## src/sv/mvt_pkg.sv

```systemverilog
`default_nettype none

package mvt_pkg;

  // Parameter defaults
  localparam int FRAC_BITS_DEF  = 16;
  localparam int WORD_WIDTH_DEF = 32;

  // Matrix shape: column-major, index = row + 3*col
  localparam int NUM_COEFFS = 9;
  localparam int NUM_ROWS   = 3;

  // Field widths
  localparam int OP_W   = 3;
  localparam int IDX_W  = 4;
  localparam int VAL_W  = 32;
  localparam int COMP_W = 32;

  // Stream widths
  localparam int IN_TUSER_W  = OP_W;
  localparam int IN_TDATA_W  = 136;  // 132 bits of fields, padded to bytes
  localparam int OUT_TDATA_W = 96;
  localparam int OUT_TUSER_W = 1;

  // Opcodes
  localparam logic [OP_W-1:0] OP_LOAD  = 3'd0;
  localparam logic [OP_W-1:0] OP_ADD   = 3'd1;
  localparam logic [OP_W-1:0] OP_SUB   = 3'd2;
  localparam logic [OP_W-1:0] OP_IDENT = 3'd3;
  localparam logic [OP_W-1:0] OP_XFORM = 3'd4;

  // Matrix update command from the input stage to the coefficient bank
  typedef struct packed {
    logic              wr;
    logic [OP_W-1:0]   op;
    logic [IDX_W-1:0]  idx;
    logic [VAL_W-1:0]  value;
  } mvt_cmd_t;

endpackage

`default_nettype wire

```

## src/sv/mvt_sat.sv

```systemverilog
`default_nettype none

module mvt_sat #(
  parameter int IN_W  = 34,
  parameter int OUT_W = 32
) (
  input  wire logic [IN_W-1:0]  din,
  output logic      [OUT_W-1:0] dout,
  output logic                  clipped
);

  logic [IN_W-OUT_W:0] upper;
  logic                fits;

  // Value fits when all bits from the target sign bit up agree
  assign upper   = din[IN_W-1:OUT_W-1];
  assign fits    = (&upper) || !(|upper);
  assign clipped = !fits;

  always_comb begin
    if (fits) begin
      dout = din[OUT_W-1:0];
    end else if (din[IN_W-1]) begin
      dout = {1'b1, {(OUT_W-1){1'b0}}};
    end else begin
      dout = {1'b0, {(OUT_W-1){1'b1}}};
    end
  end

endmodule

`default_nettype wire

```

## src/sv/mvt_coeff_bank.sv

```systemverilog
`default_nettype none

module mvt_coeff_bank
  import mvt_pkg::*;
#(
  parameter int FRAC_BITS  = FRAC_BITS_DEF,
  parameter int WORD_WIDTH = WORD_WIDTH_DEF
) (
  input  wire logic                  clk,
  input  wire logic                  rst_n,
  input  wire mvt_cmd_t              cmd,
  output logic      [WORD_WIDTH-1:0] coeffs [NUM_COEFFS]
);

  localparam int AW = ((WORD_WIDTH > VAL_W) ? WORD_WIDTH : VAL_W) + 2;

  // Unity on the diagonal, clipped when it does not fit the word
  localparam logic [WORD_WIDTH-1:0] UNITY = (FRAC_BITS >= WORD_WIDTH - 1) ?
    {1'b0, {(WORD_WIDTH-1){1'b1}}} : (WORD_WIDTH'(1) << FRAC_BITS);

  logic        [WORD_WIDTH-1:0] coeffs_r   [NUM_COEFFS];
  logic        [WORD_WIDTH-1:0] coeffs_nxt [NUM_COEFFS];
  logic                         idx_ok;
  logic signed [WORD_WIDTH-1:0] cur;
  logic signed [AW-1:0]         cur_ext;
  logic signed [AW-1:0]         val_ext;
  logic signed [AW-1:0]         upd;
  logic        [WORD_WIDTH-1:0] upd_sat;
  logic                         upd_clip;

  // Pick the addressed element; out-of-range indexes leave the matrix alone
  assign idx_ok  = (cmd.idx < IDX_W'(NUM_COEFFS));
  assign cur     = idx_ok ? coeffs_r[cmd.idx] : '0;
  assign cur_ext = AW'(cur);
  assign val_ext = AW'($signed(cmd.value));

  always_comb begin
    case (cmd.op)
      OP_ADD:  upd = cur_ext + val_ext;
      OP_SUB:  upd = cur_ext - val_ext;
      default: upd = val_ext;
    endcase
  end

  mvt_sat #(
    .IN_W  (AW),
    .OUT_W (WORD_WIDTH)
  ) u_sat (
    .din     (upd),
    .dout    (upd_sat),
    .clipped (upd_clip)
  );

  // Apply the command to every element it touches
  always_comb begin
    for (int i = 0; i < NUM_COEFFS; i++) begin
      coeffs_nxt[i] = coeffs_r[i];
      if (cmd.wr) begin
        case (cmd.op)
          OP_LOAD, OP_ADD, OP_SUB: begin
            if (idx_ok && (cmd.idx == IDX_W'(i))) begin
              coeffs_nxt[i] = upd_sat;
            end
          end
          OP_IDENT: begin
            coeffs_nxt[i] = (i == 0 || i == 4 || i == 8) ? UNITY : '0;
          end
          default: begin
            coeffs_nxt[i] = coeffs_r[i];
          end
        endcase
      end
    end
  end

  // Reset to identity
  always_ff @(posedge clk) begin
    for (int i = 0; i < NUM_COEFFS; i++) begin
      if (!rst_n) begin
        coeffs_r[i] <= (i == 0 || i == 4 || i == 8) ? UNITY : '0;
      end else begin
        coeffs_r[i] <= coeffs_nxt[i];
      end
    end
  end

  assign coeffs = coeffs_r;

endmodule

`default_nettype wire

```

## config.mk

```make
export PLATFORM = sky130hd
export DESIGN_NAME = mvt_coeff_bank
export DESIGN_NICKNAME = d
export VERILOG_FILES = /design/src/sv/mvt_pkg.sv /design/src/sv/mvt_sat.sv /design/src/sv/mvt_coeff_bank.sv
export SDC_FILE = /design/constraint.sdc
export NUM_CORES = 1
export LEC_CHECK = 0
export BUFFER_PORTS_ARGS = -buffer_cell sky130_fd_sc_hd__buf_2
export CAP_MARGIN = 30
export CORE_MARGIN = 2
export CORE_UTILIZATION = 45
export DETAILED_ROUTE_END_ITERATION = 8
export PLACE_DENSITY = 0.69
export SLEW_MARGIN = 20
export SYNTH_ARGS = -nofsm -noshare
export SYNTH_HDL_FRONTEND = slang
export SYNTH_SLANG_ARGS = --single-unit
```

## constraint.sdc

```tcl
create_clock -name clk -period 7.3 [get_ports clk]
set_clock_uncertainty 0.1 [all_clocks]
set_input_delay 1.46 -clock clk [delete_from_list [all_inputs] [get_ports clk]]
set_output_delay 1.46 -clock clk [all_outputs]
set_load 0.05 [all_outputs]
```

==> results of run 1 <==
worst min-delay path by stage:
stage	from	end	slack, ns	cells after the start
CTS	coeffs[259]	coeffs[259]	0.37	2
global placement	coeffs[67]	coeffs[67]	0.35	2
finish	coeffs[259]	coeffs[259]	0.37	2
floorplan	coeffs[259]	coeffs[259]	0.57	2
global route	coeffs[259]	coeffs[259]	0.39	2
detailed placement	coeffs[259]	coeffs[259]	0.36	2
power groups by stage:
stage               registers [W]  logic [W]  clock network, W
floorplan                 0.00179   0.000327                 0
global placement          0.00168   0.000716                 0
detailed placement        0.00168   0.000720                 0
CTS                       0.00164   0.000723           0.00150
global route              0.00165   0.000776           0.00157
finish                    0.00164   0.000738           0.00150
cells by family after synthesis:
kind of cell | count (synthesis) | share of synthesized area
AOI/OAI and AO/OA | 533 | 0.266
and+or+nand+nor | 346 | 0.117
DFF | 288 | 0.405
buffers and inverters | 128 | 0.0375
muxes | 73 | 0.108
xor gates and xnor gates | 58 | 0.0357
adders and majority gates | 34 | 0.0304
layer usage:
metal  share of wire  up-vias  routed length (um)  GRT usage
met3            0.11      108                6210     0.0742
met2            0.43      843               24000      0.490
met5         0.00013        -                   7          0
met4           0.032        2                1760     0.0963
li1                -     6188                   -          -
met1            0.42     6793               23200      0.459
placed cells by master, fill, tap and decap left out, types with 11 or more instances in the layout:
| master | count |
|---|---|
| buf_2 | 327 |
| dfxtp_1 | 288 |
| nand2_1 | 189 |
| o21ai_0 | 155 |
| a22o_1 | 151 |
| buf_4 | 69 |
| mux4_2 | 64 |
| a21oi_1 | 43 |
| nor2_1 | 38 |
| ha_1 | 33 |
| a22oi_1 | 31 |
| xnor2_1 | 31 |
| o2bb2ai_1 | 30 |
| clkbuf_16 | 29 |
| xor2_1 | 27 |
| nor3_1 | 20 |
| o211ai_1 | 20 |
| inv_1 | 18 |
| a21o_1 | 15 |
| or3_1 | 13 |
| and3_1 | 11 |
| clkinv_2 | 11 |
stage by stage:
stage	power, W	instances	hold WS, ns	util
after global placement	0.00239	2158	0.351	0.532
after global routing	0.00399	2213	0.390	0.563
final	0.00388	2213	0.372	0.563
after detailed placement	0.00240	2159	0.359	0.532
after floorplan	0.00212	1460	0.575	-
after CTS	0.00386	2211	0.369	0.563
tightest hold or removal path, cell delays in order (launching register included):
cell     delay (ns)
dfxtp_1        0.32
nand2_1        0.05
o21ai_1        0.05
final cells by class:
cell class	instances	area, um^2
Inverter	19	71.3
Multi-Input combinational cell	1044	7980
Antenna cell	2	5.00
Timing Repair Buffer	406	2350
Clock inverter	17	148
Tap cell	402	503
Fill cell	2785	13700
Sequential cell	288	5770
Clock buffer	35	798
==> flow_metrics.env, run 1 <==
export IMPL_status="finished clean"
export IMPL_combPwrFrac=0.190
export IMPL_worstSetupStartpoint="cmd[32]"
export IMPL_synthTopCellsByArea="dfxtp_1 (41%), mux4_2 (10%), a22o_1 (9.3%)"
export IMPL_ctsResizeCount=0
export IMPL_hold_viol=0
export IMPL_drv_slew=0
export IMPL_power_switching_w=0.00120
export IMPL_cp_max_fo=28
export IMPL_synth_common_cells="dfxtp_1 (288), nand2_1 (189), o21ai_0 (155), a22o_1 (151), clkbuf_1 (82)"
export IMPL_drt_wl_total_um=55100
export IMPL_fin_crit_sh=0.868
export IMPL_grt_total_usage=0.323
export IMPL_max_slew_margin=0.358
export IMPL_dominantRegCellSynth="dfxtp_1"
export IMPL_cp_start_kind="input pin"
export IMPL_cts_hold_fix_buffers=0
export IMPL_critPathArrivalTime_ns=6.65
export IMPL_antenna_found_initial=4
export IMPL_crit_top_cell="buf_4"
export IMPL_gp_congestion=1.02
export IMPL_synth_edf_count=0
export IMPL_p_leak_nw=7.76
export IMPL_clk_pin_slew_ns=0.06
export IMPL_ys_warn_count=0
export IMPL_rsz0062_at_grt="false"
export IMPL_clock_path_buffers=3
export IMPL_postSynthAreaPerCell_um2=9.75
export IMPL_viasPerCell=6.30
export IMPL_cts_setup_buffers=0
export IMPL_postSynth_asyncResetShare=0
export IMPL_antenna_left=0
export IMPL_htreeDepth=1
export IMPL_ir_drop_mv=0.167
export IMPL_drc=0
export IMPL_max_stage_delay_ns=0.68
export IMPL_powerDensity_mw_per_mm2=220
export IMPL_power_share_clock=0.387
export IMPL_root_buffer="clkbuf_16"
export IMPL_cts_sinks=288
export IMPL_setup_ws_ns=0.962
export IMPL_reg2reg_depth=16
export IMPL_drt_pass1_iterations=5
export IMPL_synthCells=1460
export IMPL_dp_hpwl_um=41000
export IMPL_grt_max_degree=41
export IMPL_clk_latency_ns=0.55
export IMPL_die_area_mm2=0.0331
export IMPL_overflow=0
export IMPL_synthDistinctLibCells=73
export IMPL_first_global_vias=13158
export IMPL_crit_path_cell_trace="buf_4 -> buf_4 -> mux4_2 -> a22oi_1 -> o2bb2ai_1 -> ha_1 -> nand2_1 -> nor3_1 -> a211oi_1 -> nor3b_1 -> a21oi_1 -> xnor2_1 -> buf_4 -> nor3_2 -> buf_4 -> a211oi_1 -> buf_4 -> o21ai_0"
export IMPL_fin_crit_ns=6.34
export IMPL_worstSetupEndpoint="coeffs[118]"
export IMPL_worstReg2RegStart="coeffs[169]"
export IMPL_synth_top_area_share=0.405
export IMPL_die_h_um=182
export IMPL_nNetsFinal=1864
export IMPL_synth_most_common_cell="dfxtp_1"
export IMPL_core_area_mm2=0.0313
export IMPL_initialDrtViolationCount=1361
export IMPL_largest_register_ffs=288
export IMPL_die_w_um=182
export IMPL_ys_seq_elements=288
export IMPL_critPathKind="in -> reg"
export IMPL_syn_to_final_growth_pct=23.8
export IMPL_cts_made_buffers=29
export IMPL_internal_power_w=0.00268
export IMPL_fmax_mhz=158
export IMPL_setup_violations=0
export IMPL_switching_share=0.310
export IMPL_dp_slack_ns=0.526
export IMPL_route_vias_total=13934
export IMPL_wl_per_cell_um=24.9
export IMPL_critical_path_buf_inv_count=5
export IMPL_path_depth=18
export IMPL_endpoint_kind="flop"
export IMPL_grt_pass1_wl_um=82500
export IMPL_place_area_mm2=0.0167
export IMPL_synth_area_leader_cell="dfxtp_1"
export IMPL_hp_class="reg -> reg"
export IMPL_drive_gt1_frac=0.316
export IMPL_netlist_area_mm2=0.0142
export IMPL_tns_ns=0
export IMPL_cts_tree="done"
export IMPL_synth_seq_area_share=0.405
export IMPL_synth_nets=1536
export IMPL_fin_area_mm2=0.0176
export IMPL_seqPwrFrac=0.423
export IMPL_port_buffers=329
export IMPL_critPathSlowestCell="nor3b_1"
export IMPL_r2r_end="coeffs[118]"
export IMPL_worst_pin_slew_ns=0.962
export IMPL_rows=65
export IMPL_reg2reg_setup_slack_ns=2.15
export IMPL_start_util=0.454
export IMPL_maxCapViolations=0
export IMPL_required_ns=7.61
export IMPL_cp_top_family="buffers and inverters"
export IMPL_num_io_pins=330
(Power assumes the default switching activity.)
==> run 2: changes to the inputs <==
PLACE_DENSITY = 0.67   (was 0.69)
SYNTH_HIERARCHICAL = 1   (was unset)
clock period = 6.82 ns   (was 7.3 ns; I/O delays follow)
==> run 2 against run 1 <==
- sequential cell count unchanged
- combinational power increased by 36%
- via count increased by 13%
- non-clock buffer count down 37
- design area grew 11%
- worst hold slack gained 0.044 ns
- total power rose by 21%
- largest power group is now the clock network
- die area grew 14%
==> flow_metrics.env, run 2 <==
export IMPL_ir_drop_mv=0.221
export IMPL_num_io_pins=330
export IMPL_grt_total_usage=0.300
export IMPL_overflow=0
export IMPL_die_area_mm2=0.0378
export IMPL_status="finished clean"
export IMPL_ys_warn_count=6
export IMPL_hp_class="reg -> reg"
export IMPL_reg2reg_depth=20
export IMPL_drive_gt1_frac=0.220
export IMPL_route_vias_total=15741
export IMPL_clock_path_buffers=3
export IMPL_p_leak_nw=8.42
export IMPL_cts_setup_buffers=0
export IMPL_layout_commonest_cell="nand2_1"
export IMPL_holdPathStages=2
export IMPL_cts_tree="done"
export IMPL_cp_max_fo=35
export IMPL_endpoint_kind="flop"
export IMPL_setup_ws_ns=0.545
export IMPL_viasPerCell=5.65
export IMPL_maxCapViolations=0
export IMPL_synthCells=2050
export IMPL_critPathKind="in -> reg"
export IMPL_holdPathEnd="coeffs[272]"
export IMPL_cts_sinks=288
export IMPL_required_ns=7.16
export IMPL_synth_nets=2126
export IMPL_drc=0
export IMPL_drt_pass1_iterations=5
export IMPL_largest_register_ffs=288
export IMPL_antenna_left=0
export IMPL_clk_latency_ns=0.55
export IMPL_switching_share=0.328
export IMPL_postSynthAreaPerCell_um2=7.97
export IMPL_critical_path_buf_inv_count=2
export IMPL_grt_max_degree=173
export IMPL_port_buffers=329
export IMPL_rows=69
export IMPL_combPwrFrac=0.213
export IMPL_die_h_um=195
export IMPL_die_w_um=195
export IMPL_hold_viol=0
export IMPL_initialDrtViolationCount=1433
export IMPL_gp_congestion=0.919
export IMPL_rsz0062_at_grt="false"
export IMPL_cts_made_buffers=34
export IMPL_r2r_end="coeffs[9]"
export IMPL_tns_ns=0
export IMPL_nFillCells=3405
export IMPL_netlist_area_mm2=0.0163
export IMPL_seqPwrFrac=0.380
export IMPL_fin_crit_sh=0.920
export IMPL_nNetsFinal=2378
export IMPL_drv_slew=0
export IMPL_grt_pass1_wl_um=88800
export IMPL_cts_hold_fix_buffers=0
export IMPL_powerDensity_mw_per_mm2=241
export IMPL_root_buffer="clkbuf_16"
export IMPL_crit_path_cell_trace="buf_2 -> or4_4 -> or3_4 -> or3_1 -> o21ai_0 -> xor2_1 -> ha_1 -> nand2_1 -> a21o_1 -> a211oi_1 -> a2bb2oi_1 -> nand3_1 -> and3_4 -> o31ai_4 -> buf_4 -> a21boi_1 -> o22ai_1 -> nand2_1 -> o21ai_0 -> and2_1"
export IMPL_start_util=0.458
export IMPL_wl_per_cell_um=20.9
export IMPL_internal_power_w=0.00317
export IMPL_ctsResizeCount=0
export IMPL_worstReg2RegStart="coeffs[192]"
export IMPL_first_global_vias=14705
export IMPL_whs_ns=0.416
export IMPL_fmax_mhz=159
export IMPL_max_slew_margin=0.334
export IMPL_hold_start="coeffs[272]"
export IMPL_setup_violations=0
export IMPL_final_cell_mix="nand2_1 (390), o21ai_0 (345), buf_2 (326)"
export IMPL_clk_pin_slew_ns=0.06
export IMPL_dp_slack_ns=0.150
export IMPL_antenna_found_initial=1
export IMPL_reg2reg_setup_slack_ns=1.61
export IMPL_worst_pin_slew_ns=1.00
export IMPL_critPathSlowestCell="or4_4"
export IMPL_cp_start_kind="input pin"
export IMPL_core_area_mm2=0.0357
export IMPL_critPathArrivalTime_ns=6.61
export IMPL_power_switching_w=0.00155
export IMPL_fin_crit_ns=6.28
export IMPL_power_share_clock=0.407
export IMPL_dp_hpwl_um=41800
export IMPL_cp_top_family="simple AND/OR/NAND/NOR gates"
export IMPL_htreeDepth=2
export IMPL_max_stage_delay_ns=0.55
export IMPL_syn_to_final_growth_pct=19.6
export IMPL_drt_wl_total_um=58300
-- run 2: cell types whose count changed in the layout (fill, tap and decap cells not counted), sizes merged, moves of 37 or more --
| cell | delta |
|---|---|
| a22o | -151 |
| buf | -37 |
| o22ai | +61 |
| o21ai | +182 |
| nand2 | +204 |
| and2 | +283 |
-- run 2: area by class of cell --
cell class / instances / area, um^2 / area share
inverters: 44 / 165 / 0.00845
clock buffers: 45 / 952 / 0.0487
multi-input cells: 1565 / 9840 / 0.504
repair buffers: 369 / 2030 / 0.104
clock inverters: 14 / 209 / 0.0107
flip-flops and latches: 288 / 5770 / 0.295
well taps: 461 / 577 / 0.0295
diodes: 1 / 2.50 / 0.000128
-- run 2: per-layer routing --
| layer | vias to the layer above | wire, um | GRT usage |
|---|---|---|---|
| li1 | 7569 | - | - |
| met1 | 7447 | 26700 | 0.436 |
| met2 | 631 | 24600 | 0.436 |
| met3 | 92 | 5310 | 0.0684 |
| met4 | 2 | 1680 | 0.0991 |
| met5 | - | 15 | 0 |
-- run 2: worst min-delay path, cell delays in order (launching register included) --
cell,delay (ns)
dfxtp_1,0.32
nand2_1,0.06
o211ai_1,0.08
-- run 2: per-stage QoR --
stage,std cells,cell area [um^2],total power [W],util
5_1_grt,2786,19500,0.00489,0.548
4_1_cts,2784,19500,0.00472,0.547
2_1_floorplan,2050,16300,0.00252,-
3_3_place_gp,2725,18300,0.00279,0.514
3_5_place_dp,2725,18300,0.00281,0.514
6_report,2787,19500,0.00471,0.548
-- run 2: worst max-delay path by stage --
stage / startpoint / endpoint / cells past startpoint
finish: cmd[9] / coeffs[9] / 20
global route: cmd[9] / coeffs[105] / 22
CTS: cmd[9] / coeffs[9] / 20
detailed placement: cmd[9] / coeffs[201] / 20
global placement: cmd[9] / coeffs[109] / 20
floorplan: cmd[32] / coeffs[147] / 22
-- run 2: power by group through the flow --
stage	Combinational [W]	Sequential (W)	Clock (W)
2_1_floorplan	0.000499	0.00202	0
3_3_place_gp	0.000974	0.00182	0
3_5_place_dp	0.000985	0.00182	0
4_1_cts	0.000989	0.00179	0.00194
5_1_grt	0.00108	0.00179	0.00201
6_report	0.00100	0.00179	0.00192
==> run 3: changes to the inputs <==
clock period = 7.1 ns   (was 6.82 ns; I/O delays follow)
==> run 3 against run 2 <==
- critical path depth up 1
- critical path type unchanged
- clock-buffer cell count up 1
- setup slack improved by 0.37 ns
- largest power group unchanged
- routed wire length shrank 0.19%
==> flow_metrics.env, run 3 (synthesized netlist as in run 2, its figures left out) <==
export IMPL_initialDrtViolationCount=1281
export IMPL_ir_drop_mv=0.160
export IMPL_root_buffer="clkbuf_16"
export IMPL_wl_per_cell_um=20.9
export IMPL_port_buffers=329
export IMPL_p_leak_nw=8.40
export IMPL_reg2reg_depth=20
export IMPL_fmax_mhz=162
export IMPL_maxCapViolations=0
export IMPL_switching_share=0.328
export IMPL_ctsResizeCount=0
export IMPL_rows=69
export IMPL_final_cell_mix="nand2_1 (390), o21ai_0 (345), buf_2 (326)"
export IMPL_antennaDiodeCount=0
export IMPL_crit_top_cell="a21oi_1"
export IMPL_drt_pass1_iterations=5
export IMPL_cts_setup_buffers=0
export IMPL_power_switching_w=0.00146
export IMPL_die_w_um=195
export IMPL_nNetsFinal=2375
export IMPL_worstReg2RegStart="coeffs[160]"
export IMPL_dp_slack_ns=0.470
export IMPL_cp_max_fo=27
export IMPL_endpoint_kind="flop"
export IMPL_max_slew_margin=0.381
export IMPL_hold_start="coeffs[16]"
export IMPL_drive_gt1_frac=0.218
export IMPL_drt_wl_total_um=58200
export IMPL_rsz0062_at_grt="false"
export IMPL_grt_max_degree=168
export IMPL_multiInputGateArea_mm2=0.00984
export IMPL_grt_total_usage=0.300
export IMPL_first_global_vias=14764
export IMPL_core_area_mm2=0.0357
export IMPL_fin_crit_sh=0.871
export IMPL_fin_crit_ns=6.19
export IMPL_viasPerCell=5.65
export IMPL_worstSetupStartpoint="cmd[9]"
export IMPL_critPathSlowestCell="or4_4"
export IMPL_seqCellArea_mm2=0.00577
export IMPL_cp_start_kind="input pin"
export IMPL_cts_tree="done"
export IMPL_drv_slew=0
export IMPL_holdPathStages=2
export IMPL_setup_violations=0
export IMPL_dp_hpwl_um=41900
export IMPL_layout_commonest_cell="nand2_1"
export IMPL_gp_congestion=0.911
export IMPL_power_w=0.00445
export IMPL_hp_class="reg -> reg"
export IMPL_combPwrFrac=0.216
export IMPL_required_ns=7.41
export IMPL_start_util=0.458
export IMPL_clock_path_buffers=3
export IMPL_power_share_clock=0.398
export IMPL_route_vias_total=15717
export IMPL_num_io_pins=330
export IMPL_antenna_left=0
export IMPL_nFillCells=3355
export IMPL_critPathKind="in -> reg"
export IMPL_cts_hold_fix_buffers=0
export IMPL_tns_ns=0
export IMPL_htreeDepth=2
export IMPL_seqPwrFrac=0.386
export IMPL_internal_power_w=0.00299
export IMPL_antenna_found_initial=1
export IMPL_powerDensity_mw_per_mm2=229
export IMPL_critPathArrivalTime_ns=6.50
export IMPL_drc=0
export IMPL_setup_ws_ns=0.915
export IMPL_crit_path_cell_trace="buf_2 -> or4_4 -> or3_4 -> nor3_2 -> nand3_1 -> nor2_1 -> a21oi_1 -> xnor2_1 -> ha_1 -> a21oi_1 -> o21ai_0 -> a21o_1 -> a21oi_1 -> a21oi_1 -> o31ai_4 -> buf_4 -> a21boi_0 -> o22ai_1 -> nand2_1 -> o21ai_0 -> and2_1"
export IMPL_syn_to_final_growth_pct=19.2
export IMPL_status="finished clean"
export IMPL_die_area_mm2=0.0378
export IMPL_largest_register_ffs=288
export IMPL_hold_viol=0
export IMPL_clk_pin_slew_ns=0.06
export IMPL_max_stage_delay_ns=0.56
export IMPL_clk_latency_ns=0.53
export IMPL_cts_made_buffers=34
export IMPL_cts_sinks=288
export IMPL_grt_pass1_wl_um=88700
export IMPL_die_h_um=195
export IMPL_worst_pin_slew_ns=0.917
export IMPL_overflow=0
## run 3: cell count changes in the layout (fill, tap and decap cells not counted)
cell,change
clkbuf_1,+2
bufinv_16,-1
clkbuf_8,-1
clkinv_4,+1
clkinv_2,+4
clkinvlp_4,-5
diode_2,-1
buf_4,-3
## run 3: power by group through the flow
stage | registers, W | clock network (W) | logic, W
finish | 0.00172 | 0.00177 | 0.000963
global route | 0.00172 | 0.00186 | 0.00104
CTS | 0.00172 | 0.00179 | 0.000947
detailed placement | 0.00175 | 0 | 0.000943
global placement | 0.00175 | 0 | 0.000931
floorplan | 0.00194 | 0 | 0.000480
## run 3: worst paths after layout
| kind | endpoint | slack [ns] |
|---|---|---|
| hold reg to reg | coeffs[16] | 0.41 |
| setup reg to reg | coeffs[51] | 1.79 |
| setup / recovery | coeffs[51] | 0.91 |
| hold / removal | coeffs[16] | 0.41 |
## run 3: metal layers
| layer | vias to the layer above | GRT usage | part of all wire |
|---|---|---|---|
| met4 | 2 | 0.0986 | 0.035 |
| met5 | - | 0 | 0.00027 |
| met3 | 90 | 0.0783 | 0.090 |
| met2 | 588 | 0.436 | 0.42 |
| met1 | 7467 | 0.431 | 0.46 |
| li1 | 7570 | - | - |
## run 3: area by class of cell
cell class                 count  area share
tap                          461      0.0296
timing repair buffer         366       0.103
clock inverter                13     0.00874
clock buffer                  46      0.0486
sequential                   288       0.296
multi-input combinational   1565       0.505
inverter                      44     0.00848
## run 3: worst max-delay path, delay by kind of cell
family / cells / cell delay [ns]
simple gates: 7 / 2.10
compound gates: 10 / 1.90
buf+inv: 2 / 0.45
fa+ha+maj: 1 / 0.35
xor+xnor: 1 / 0.27
## run 3: metrics by stage
stage / utilization / instances / hold slack, ns / instance area, um^2
after floorplan: - / 2050 / 0.611 / 16300
after global placement: 0.513 / 2722 / 0.388 / 18300
after detailed placement: 0.513 / 2722 / 0.403 / 18300
after CTS: 0.545 / 2781 / 0.413 / 19400
after global routing: 0.546 / 2783 / 0.434 / 19500
final: 0.546 / 2783 / 0.411 / 19500
